### src/rtl/core/chms_pkg.sv
`timescale 1ns / 1ps
`default_nettype none
// ---------------------------------------------------------------------------
// chms_pkg: shared types and constants
// Sizes, field widths and the controller/datapath command and status structs.
// ---------------------------------------------------------------------------
package chms_pkg;
  localparam int BUCKETS     = 64;
  localparam int ENTRIES     = 256;
  localparam int KEY_WIDTH   = 32;
  localparam int VALUE_WIDTH = 32;
  localparam int BKT_W       = (BUCKETS > 1) ? $clog2(BUCKETS) : 1;
  localparam int IDX_W       = (ENTRIES > 1) ? $clog2(ENTRIES) : 1;
  localparam int PTR_W       = $clog2(ENTRIES + 1);

  localparam logic OP_GET = 1'b0;
  localparam logic OP_SET = 1'b1;

  typedef struct packed {
    logic capture;   // latch the request, read the bucket head
    logic load_head; // head read data becomes the walk pointer
    logic rd_node;   // read the node at the walk pointer
    logic advance;   // follow the node's next link
    logic do_write;  // commit the set
    logic set_res;   // build the result
  } chms_cmd_t;

  typedef struct packed {
    logic ptr_ok;    // pointer is live and step budget not used up
    logic key_eq;    // node key matches
    logic is_set;
  } chms_sts_t;
endpackage
`default_nettype wire

### src/rtl/core/chms_ctrl.sv
`timescale 1ns / 1ps
`default_nettype none
// ---------------------------------------------------------------------------
// chms_ctrl: request sequencer
// Steps each request through head read, chain walk and commit.
// ---------------------------------------------------------------------------
module chms_ctrl (
  input  wire logic               clk,
  input  wire logic               rst_n,
  input  wire logic               req_valid,
  output logic                    req_ready,
  output logic                    rsp_valid,
  input  wire logic               rsp_ready,
  input  wire chms_pkg::chms_sts_t sts,
  output chms_pkg::chms_cmd_t     cmd
);
  import chms_pkg::*;

  localparam logic [2:0] S_IDLE = 3'd0;
  localparam logic [2:0] S_HEAD = 3'd1;
  localparam logic [2:0] S_LOAD = 3'd2;
  localparam logic [2:0] S_READ = 3'd3;
  localparam logic [2:0] S_CMP  = 3'd4;
  localparam logic [2:0] S_DONE = 3'd5;

  logic [2:0] state_r, state_nxt;
  logic       rsp_valid_r, rsp_valid_nxt;

  // A new request waits while a request is in progress or a result is still held.
  assign req_ready = (state_r == S_IDLE) && !(rsp_valid_r && !rsp_ready);
  assign rsp_valid = rsp_valid_r;

  always_comb begin
    state_nxt     = state_r;
    rsp_valid_nxt = rsp_valid_r && !rsp_ready;
    cmd           = '0;
    case (state_r)
      S_IDLE: begin
        if (req_valid && req_ready) begin
          cmd.capture = 1'b1;
          state_nxt   = S_HEAD;
        end
      end
      S_HEAD: state_nxt = S_LOAD;
      S_LOAD: begin
        cmd.load_head = 1'b1;
        state_nxt     = S_READ;
      end
      S_READ: begin
        if (sts.ptr_ok) begin
          cmd.rd_node = 1'b1;
          state_nxt   = S_CMP;
        end else begin
          cmd.do_write = sts.is_set;
          cmd.set_res  = 1'b1;
          state_nxt    = S_DONE;
        end
      end
      S_CMP: begin
        if (sts.key_eq) begin
          cmd.do_write = sts.is_set;
          cmd.set_res  = 1'b1;
          state_nxt    = S_DONE;
        end else begin
          cmd.advance = 1'b1;
          state_nxt   = S_READ;
        end
      end
      S_DONE: begin
        rsp_valid_nxt = 1'b1;
        state_nxt     = S_IDLE;
      end
      default: state_nxt = S_IDLE;
    endcase
  end

  always_ff @(posedge clk) begin
    if (!rst_n) begin
      state_r     <= S_IDLE;
      rsp_valid_r <= 1'b0;
    end else begin
      state_r     <= state_nxt;
      rsp_valid_r <= rsp_valid_nxt;
    end
  end
endmodule
`default_nettype wire

### config.mk
export PLATFORM = sky130hd
export DESIGN_NAME = chms_ctrl
export DESIGN_NICKNAME = d
export VERILOG_FILES = /design/src/rtl/core/chms_pkg.sv /design/src/rtl/core/chms_ctrl.sv
export SDC_FILE = /design/constraint.sdc
export NUM_CORES = 1
export LEC_CHECK = 0
export ABC_AREA = 1
export BUFFER_PORTS_ARGS = -buffer_cell sky130_fd_sc_hd__buf_2
export CORE_AREA = 2 2 39 41
export DETAILED_ROUTE_END_ITERATION = 10
export DIE_AREA = 0 0 41 43
export PLACE_DENSITY = 0.42
export SKIP_LAST_GASP = 1
export SYNTH_ARGS = -nofsm -noshare
export SYNTH_HDL_FRONTEND = slang
export SYNTH_SLANG_ARGS = --single-unit
### constraint.sdc
create_clock -name clk -period 2 [get_ports clk]
set_clock_uncertainty 0.2 [all_clocks]
set_input_delay 0.3 -clock clk [delete_from_list [all_inputs] [get_ports clk]]
set_output_delay 0.3 -clock clk [all_outputs]
set_load 0.01 [all_outputs]
; ---- Yosys cells after proc, flatten, opt, wreduce, memory -nomap -nowiden
; Index checks and enable logic that the tools add are counted.
[word_totals]
register_bits = 4
inputBits = 7
output_inout_bits = 8
word_cells = 29
[op_classes]
eq_ne = 6
n_mux = 15
reduce_logical = 6
[ops]
columns = operator, n
row1 = one-hot mux 3 bit (5 select lines), 1
row2 = 2-to-1 mux 1 bit, 9
row3 = "== test 3 x 2 -> 1 bit, second input constant", 2
row4 = "== test 3 bit, second input constant", 2
row5 = 2-to-1 mux 3 bit, 2
row6 = 2-to-1 mux 2 bit, 2
row7 = one-hot mux 2 bit (2 select lines), 1
row8 = "== test 3 x 1 -> 1 bit, second input constant", 1
row9 = logical AND 1 bit, 3
row10 = zero test 3 bit, 1
row11 = zero test 1 bit, 2
row12 = "!= test 2 x 1 -> 1 bit, second input constant", 1

; ---- Longest topological paths before layout
; Gate-level depths: netlist of the first run.
[depth]
ltp_word = 7
mapped_depth = 5
ltp_nobuf = 5

; ---- Worst setup path before layout of the first run
; Ideal clock, no wire load.
[synth_path]
path_kind = reg2out
from = register state_r[1]
to = output port cmd[0] in the netlist's numbering
arrival_time_ns = 0.863
required_ns = 1.500
setup_slack_ns = 0.637
stages_incl_launch_ff = 3
path_buffers = 0
cell_sequence = dfxtp_1 nand3_1 o21ai_0
[synth_lines]
columns = item, line_no
row1 = start: declaration, chms_ctrl.sv:26  ; logic [2:0] state_r, state_nxt;
row2 = start signal: assignment, chms_ctrl.sv:82  ; state_r <= state_nxt;
row3 = end: declaration, chms_ctrl.sv:15  ; output chms_pkg::chms_cmd_t cmd

==> results.toml, run 1 <==
[place]
gp_congestion = 0.680
dp_hpwl_um = 509
place.port_buffers = 14
dpl-instance-area_sq_um = 348

[yosys]
yosys_warnings = 0
synthCells = 39
synth.area.top_cells = "dfxtp_1 (31%), inv_1 (12%), nor2_1 (10%)"
syn_nets = 46
ys_ff_latch = 4
syn_area_per_cell_sq_um = 6.61
yosys.area.top_type = "dfxtp_1"
synth_top_area_frac = 0.311
syn_area_sq_um = 258
yosysSeqAreaShare = 0.311
yosys.cell_types.count = 14

[layout]
nets = 65
syn_to_final_growth_pct = 43.7
n_antenna_cell = 0
drive_gt1_frac = 0.357
stdcell_area_sq_um = 370

[global_routing]
grt_util_all_layers = 0.0854
grt_max_degree = 7
grt_pass1_vias = 277
overflow = 0
grt_pass1_wl_um = 993
antenna_found_initial = 0

[cts]
clock_latency_ps = 230
clock_path_buffers = 2
h-tree-depth = 1
cts_buffers = 3
cts_resized = 0
cts_hold_buffers = 0
clk_pin_slew_ps = 40
tritoncts = "done"
root_buffer = "clkbuf_4"
cts.sink_count = 4
post_cts_buffers = 0

[worst_setup_path]
cp.required_ps = 1500
r2r_slack_ps = 850
cp.arrival_ps = 1180
crit_slowest_cell = "dfxtp_1"
worstSetupStartpointType = "register"
cp_max_fo = 6
max_stage_delay_ps = 370
critPathTopFamily = "flip-flops"
crit_chain = "nor2_4 -> nand3_1 -> a21boi_1 -> buf_2"
worstSetupPathType = "reg2out"
critical_path_buf_inv_count = 1
path_depth = 4
critPathCaptureType = "output port"
rr_worst_depth = 4

[floorplan]
die_width_um = 41
die_area_sq_um = 1760
fp-row-count = 14
num_io_pins = 15
core_sq_um = 1380
die_y_um = 43
start_util = 0.186

[routing]
firstDrtPassIters = 2
antenna_left = 0
wl_per_cell_um = 8.31
drcViolationCount = 0
drt-total-wl_um = 598
route.vias.total = 291
drt-initial-drc-count = 1
via_per_inst = 4.04

[sta]
slew_headroom = 0.822
timing.hold.ws_ps = 150
finalSetupTns_ps = 0
tightest_slew_ps = 266
rsz0062_at_grt = "no"
finalCritPeriodShare = 0.839
hold_violations = 0
setup_viol = 0
fmax_mhz = 596
drv_slew = 0
finalCriticalPeriod_ps = 1680

[power_and_ir_drop]
p_per_area_nw_per_um2 = 814
peakVddDrop_v = 0.000295
power_mw = 0.301
leakage_nw = 0.208

[job]
drv_cap = 0

[worst_hold_path]
min_path_type = "in2reg"
whs_path_depth = 3

[status]
status = "finished, final reports clean"
==> cells in the final DEF, fill, tap and decap left out <==
cell | netlist | layout
a21boi_1 | 1 | 1
nor2_4 | 1 | 1
nand3_1 | 3 | 3
nand2_1 | 5 | 5
nor3b_2 | 1 | 1
xnor2_1 | 1 | 1
a21oi_1 | 4 | 4
nand4_1 | 1 | 1
inv_1 | 8 | 8
nor2_1 | 7 | 7
o21ai_0 | 1 | 1
o21ai_1 | 1 | 1
o21bai_2 | 1 | 1
dfxtp_1 | 4 | 4
clkbuf_4 | 0 | 3
buf_2 | 0 | 14
==> worst reg2reg max path: cells and delay by family (launching register included) <==
kind | cells | cell delay [ps]
compound gates | 1 | 130
flops | 1 | 370
simple gates | 3 | 340
==> cell families after synthesis <==
group | count (synthesis) | share of synthesized area
DFF | 4 | 0.311
buffers and inverters | 8 | 0.117
and+or+nand+nor | 18 | 0.350
AOI/OAI and AO/OA | 8 | 0.189
xor gates and xnor gates | 1 | 0.0340
==> final timing paths <==
check	end	startpoint
min reg2reg	rsp_valid$_SDFF_PN0_	state_r[2]$_SDFFE_PN0P_
max	cmd[1]	state_r[1]$_SDFFE_PN0P_
min	state_r[0]$_SDFFE_PN0P_	req_valid
max reg2reg	state_r[0]$_SDFFE_PN0P_	state_r[1]$_SDFFE_PN0P_
==> cell usage after synthesis, drive strengths merged <==
master / count
a21oi: 4
nand3: 3
o21ai: 2
o21bai: 1
xnor2: 1
dfxtp: 4
nand2: 5
inv: 8
nor3b: 1
nor2: 8
a21boi: 1
nand4: 1
==> where the power goes <==
| part | switching [mW] | internal [mW] |
|---|---|---|
| clock | 0.0291 | 0.0669 |
| sequential | 0.0180 | 0.0900 |
| combinational | 0.0529 | 0.0446 |
==> per-layer routing <==
layer  wire (um)  vias up  global-route usage
li1            -      159                   -
met1         260      124               0.103
met2         292        8               0.119
met3          45        0              0.0157
met4           0        0              0.0800
met5           0        -                   0
==> area by class of cell <==
class / instances / area, sq um
fill: 167 / 1010
timing repair buffer: 14 / 70.1
inverter: 8 / 30.0
multi-input combinational: 27 / 148
tap: 16 / 20.0
clock buffer: 3 / 22.5
sequential: 4 / 80.1
==> sequential cells by signal (all words and copies together), names as in the netlist <==
name and count:
state_r 3, rsp_valid 1
==> stage by stage <==
| stage | instances | setup WS [ps] | utilization |
|---|---|---|---|
| 5_1_grt | 72 | 213 | 0.268 |
| 2_1_floorplan | 39 | 637 | - |
| 4_1_cts | 72 | 303 | 0.268 |
| 3_5_place_dp | 69 | 554 | 0.251 |
| 6_report | 72 | 321 | 0.268 |
| 3_3_place_gp | 69 | 552 | 0.251 |
Note: power is estimated with default switching activity, not from simulation.
==> run 2: changes to the inputs <==
- PLACE_DENSITY: 0.42 -> 0.43
- clock period: 2 -> 1.47 ns (I/O delays scaled with it)
==> run 2 against run 1 <==
  * The run now ends with setup timing left
  * Clock power increased by 35%
  * Combinational power increased by 83%
  * Flip-flop and latch count unchanged
  * Die area unchanged
  * Global-route usage increased by 0.59 points
  * Sequential power increased by 37%
  * Final cell count increased by 4.2%
  * Critical path depth unchanged
  * Utilization increased by 3.2 points
  * Register-to-register slack got worse by 600 ps
  * Non-clock buffer count increased by 3
  * Critical path type unchanged
  * Critical endpoint is now cmd[5]
==> results.toml, run 2 (synthesized netlist as in run 1, its figures left out) <==
[place]
dp_cells = 69
dpl-instance-area_sq_um = 348
gp_congestion = 0.685
dp_hpwl_um = 527
place.port_buffers = 14
preCtsSetupSlack_ps = 96.0

[routing]
firstDrtPassIters = 2
drcViolationCount = 0
route.vias.total = 313
drt-initial-drc-count = 3
antenna_left = 0
drt-total-wl_um = 684
wl_per_cell_um = 9.12
via_per_inst = 4.17

[status]
violations = "setup timing"
status = "finished, violations left"

[global_routing]
gr-usage-met1 = 0.0932
busiest_layer = "met2"
overflow = 0
antenna_found_initial = 0
grt_util_met3 = 0.0157
gr-usage-met2 = 0.147
grt_max_degree = 7
grt_pass1_wl_um = 1040
grt_pass1_vias = 275
grt_util_all_layers = 0.0914

[floorplan]
die_width_um = 41
core_sq_um = 1380
die_y_um = 43
num_io_pins = 15
fp-row-count = 14
die_area_sq_um = 1760
start_util = 0.186

[power_and_ir_drop]
p_per_area_nw_per_um2 = 1100
leakage_nw = 0.223
peakVddDrop_v = 0.000391

[cts]
cts_buffers = 3
tritoncts = "done"
root_buffer = "clkbuf_4"
clk_pin_slew_ps = 30
cts.sink_count = 4
clock_path_buffers = 2
h-tree-depth = 1
cts_hold_buffers = 0
clock_latency_ps = 230

[layout]
n_antenna_cell = 0
drive_gt1_frac = 0.525
nets = 68
final_cells = 75
final_common_cell = "buf_2"
largest_reg_flops = 3
regMostFlops = "state_r"
syn_to_final_growth_pct = 60.7
stdcell_area_sq_um = 414
layout_common_cells = "buf_2 (14), inv_1 (7), nor2_1 (6)"
final_util = 0.299

[sta]
timing.final.ws_setup_ps = -75.5
timing.hold.ws_ps = 70.4
setup_viol = 3
tightest_slew_ps = 160
drv_slew = 0
slew_headroom = 0.893
rsz0062_at_grt = "yes"
finalCritPeriodShare = 1.05
hold_violations = 0
finalCriticalPeriod_ps = 1550
fmax_mhz = 647

[worst_setup_path]
worstSetupPathType = "reg2out"
cp_max_fo = 6
worstSetupStartpointType = "register"
cp.required_ps = 1050
cp.arrival_ps = 1130
critPathCaptureType = "output port"

[job]
drv_cap = 0

[worst_hold_path]
min_path_type = "in2reg"
==> run 2: critical path, stage by stage, from the launching register on <==
cell and delay [ps]:
dfxtp_2 350, nor2_4 140, nand2_2 90, nor3b_2 170, buf_2 140
==> run 2: path summary, 6_finish.rpt <==
kind         cells past startpoint               startpoint  slack (ps)                 endpoint
max reg2reg                      6  state_r[0]$_SDFFE_PN0P_         250  state_r[0]$_SDFFE_PN0P_
max                              4  state_r[1]$_SDFFE_PN0P_         -80                   cmd[5]
min                              3                    rst_n          70  state_r[1]$_SDFFE_PN0P_
min reg2reg                      2  state_r[2]$_SDFFE_PN0P_         310     rsp_valid$_SDFF_PN0_
==> run 2: per-stage QoR <==
step / setup TNS [ps] / power, mW
floorplan: 0 / 0.237
global placement: 0 / 0.286
detailed placement: 0 / 0.285
CTS: -234 / 0.462
global route: -554 / 0.491
finish: -166 / 0.456
==> run 2: final cells by class <==
class                           count  area, sq um
Timing Repair Buffer               17         92.6
Inverter                            8         30.0
Sequential cell                     4         86.3
Multi-Input combinational cell     27          163
Fill cell                         165          970
Tap cell                           16         20.0
Clock buffer                        3         22.5
==> run 2: report_power, final <==
group | internal [mW] | leakage [nW] | switching [mW]
combinational | 0.0879 | 0.175 | 0.0902
clock | 0.0909 | 0.0138 | 0.0387
sequential | 0.126 | 0.0342 | 0.0219
==> run 2: timing repair <==
action,in CTS,in global routing
cloned,0,0
pin swaps,5,3
setup endpoints to repair,6,7
hold endpoints to repair,0,0
gates resized for setup,8,2
setup buffers,3,0
==> run 2: metal layers <==
metal,share of wire,up-vias,wire [um]
met3,0.077,0,53
met2,0.53,8,361
met1,0.39,138,269
met5,0,-,0
li1,-,167,-
met4,0,0,0
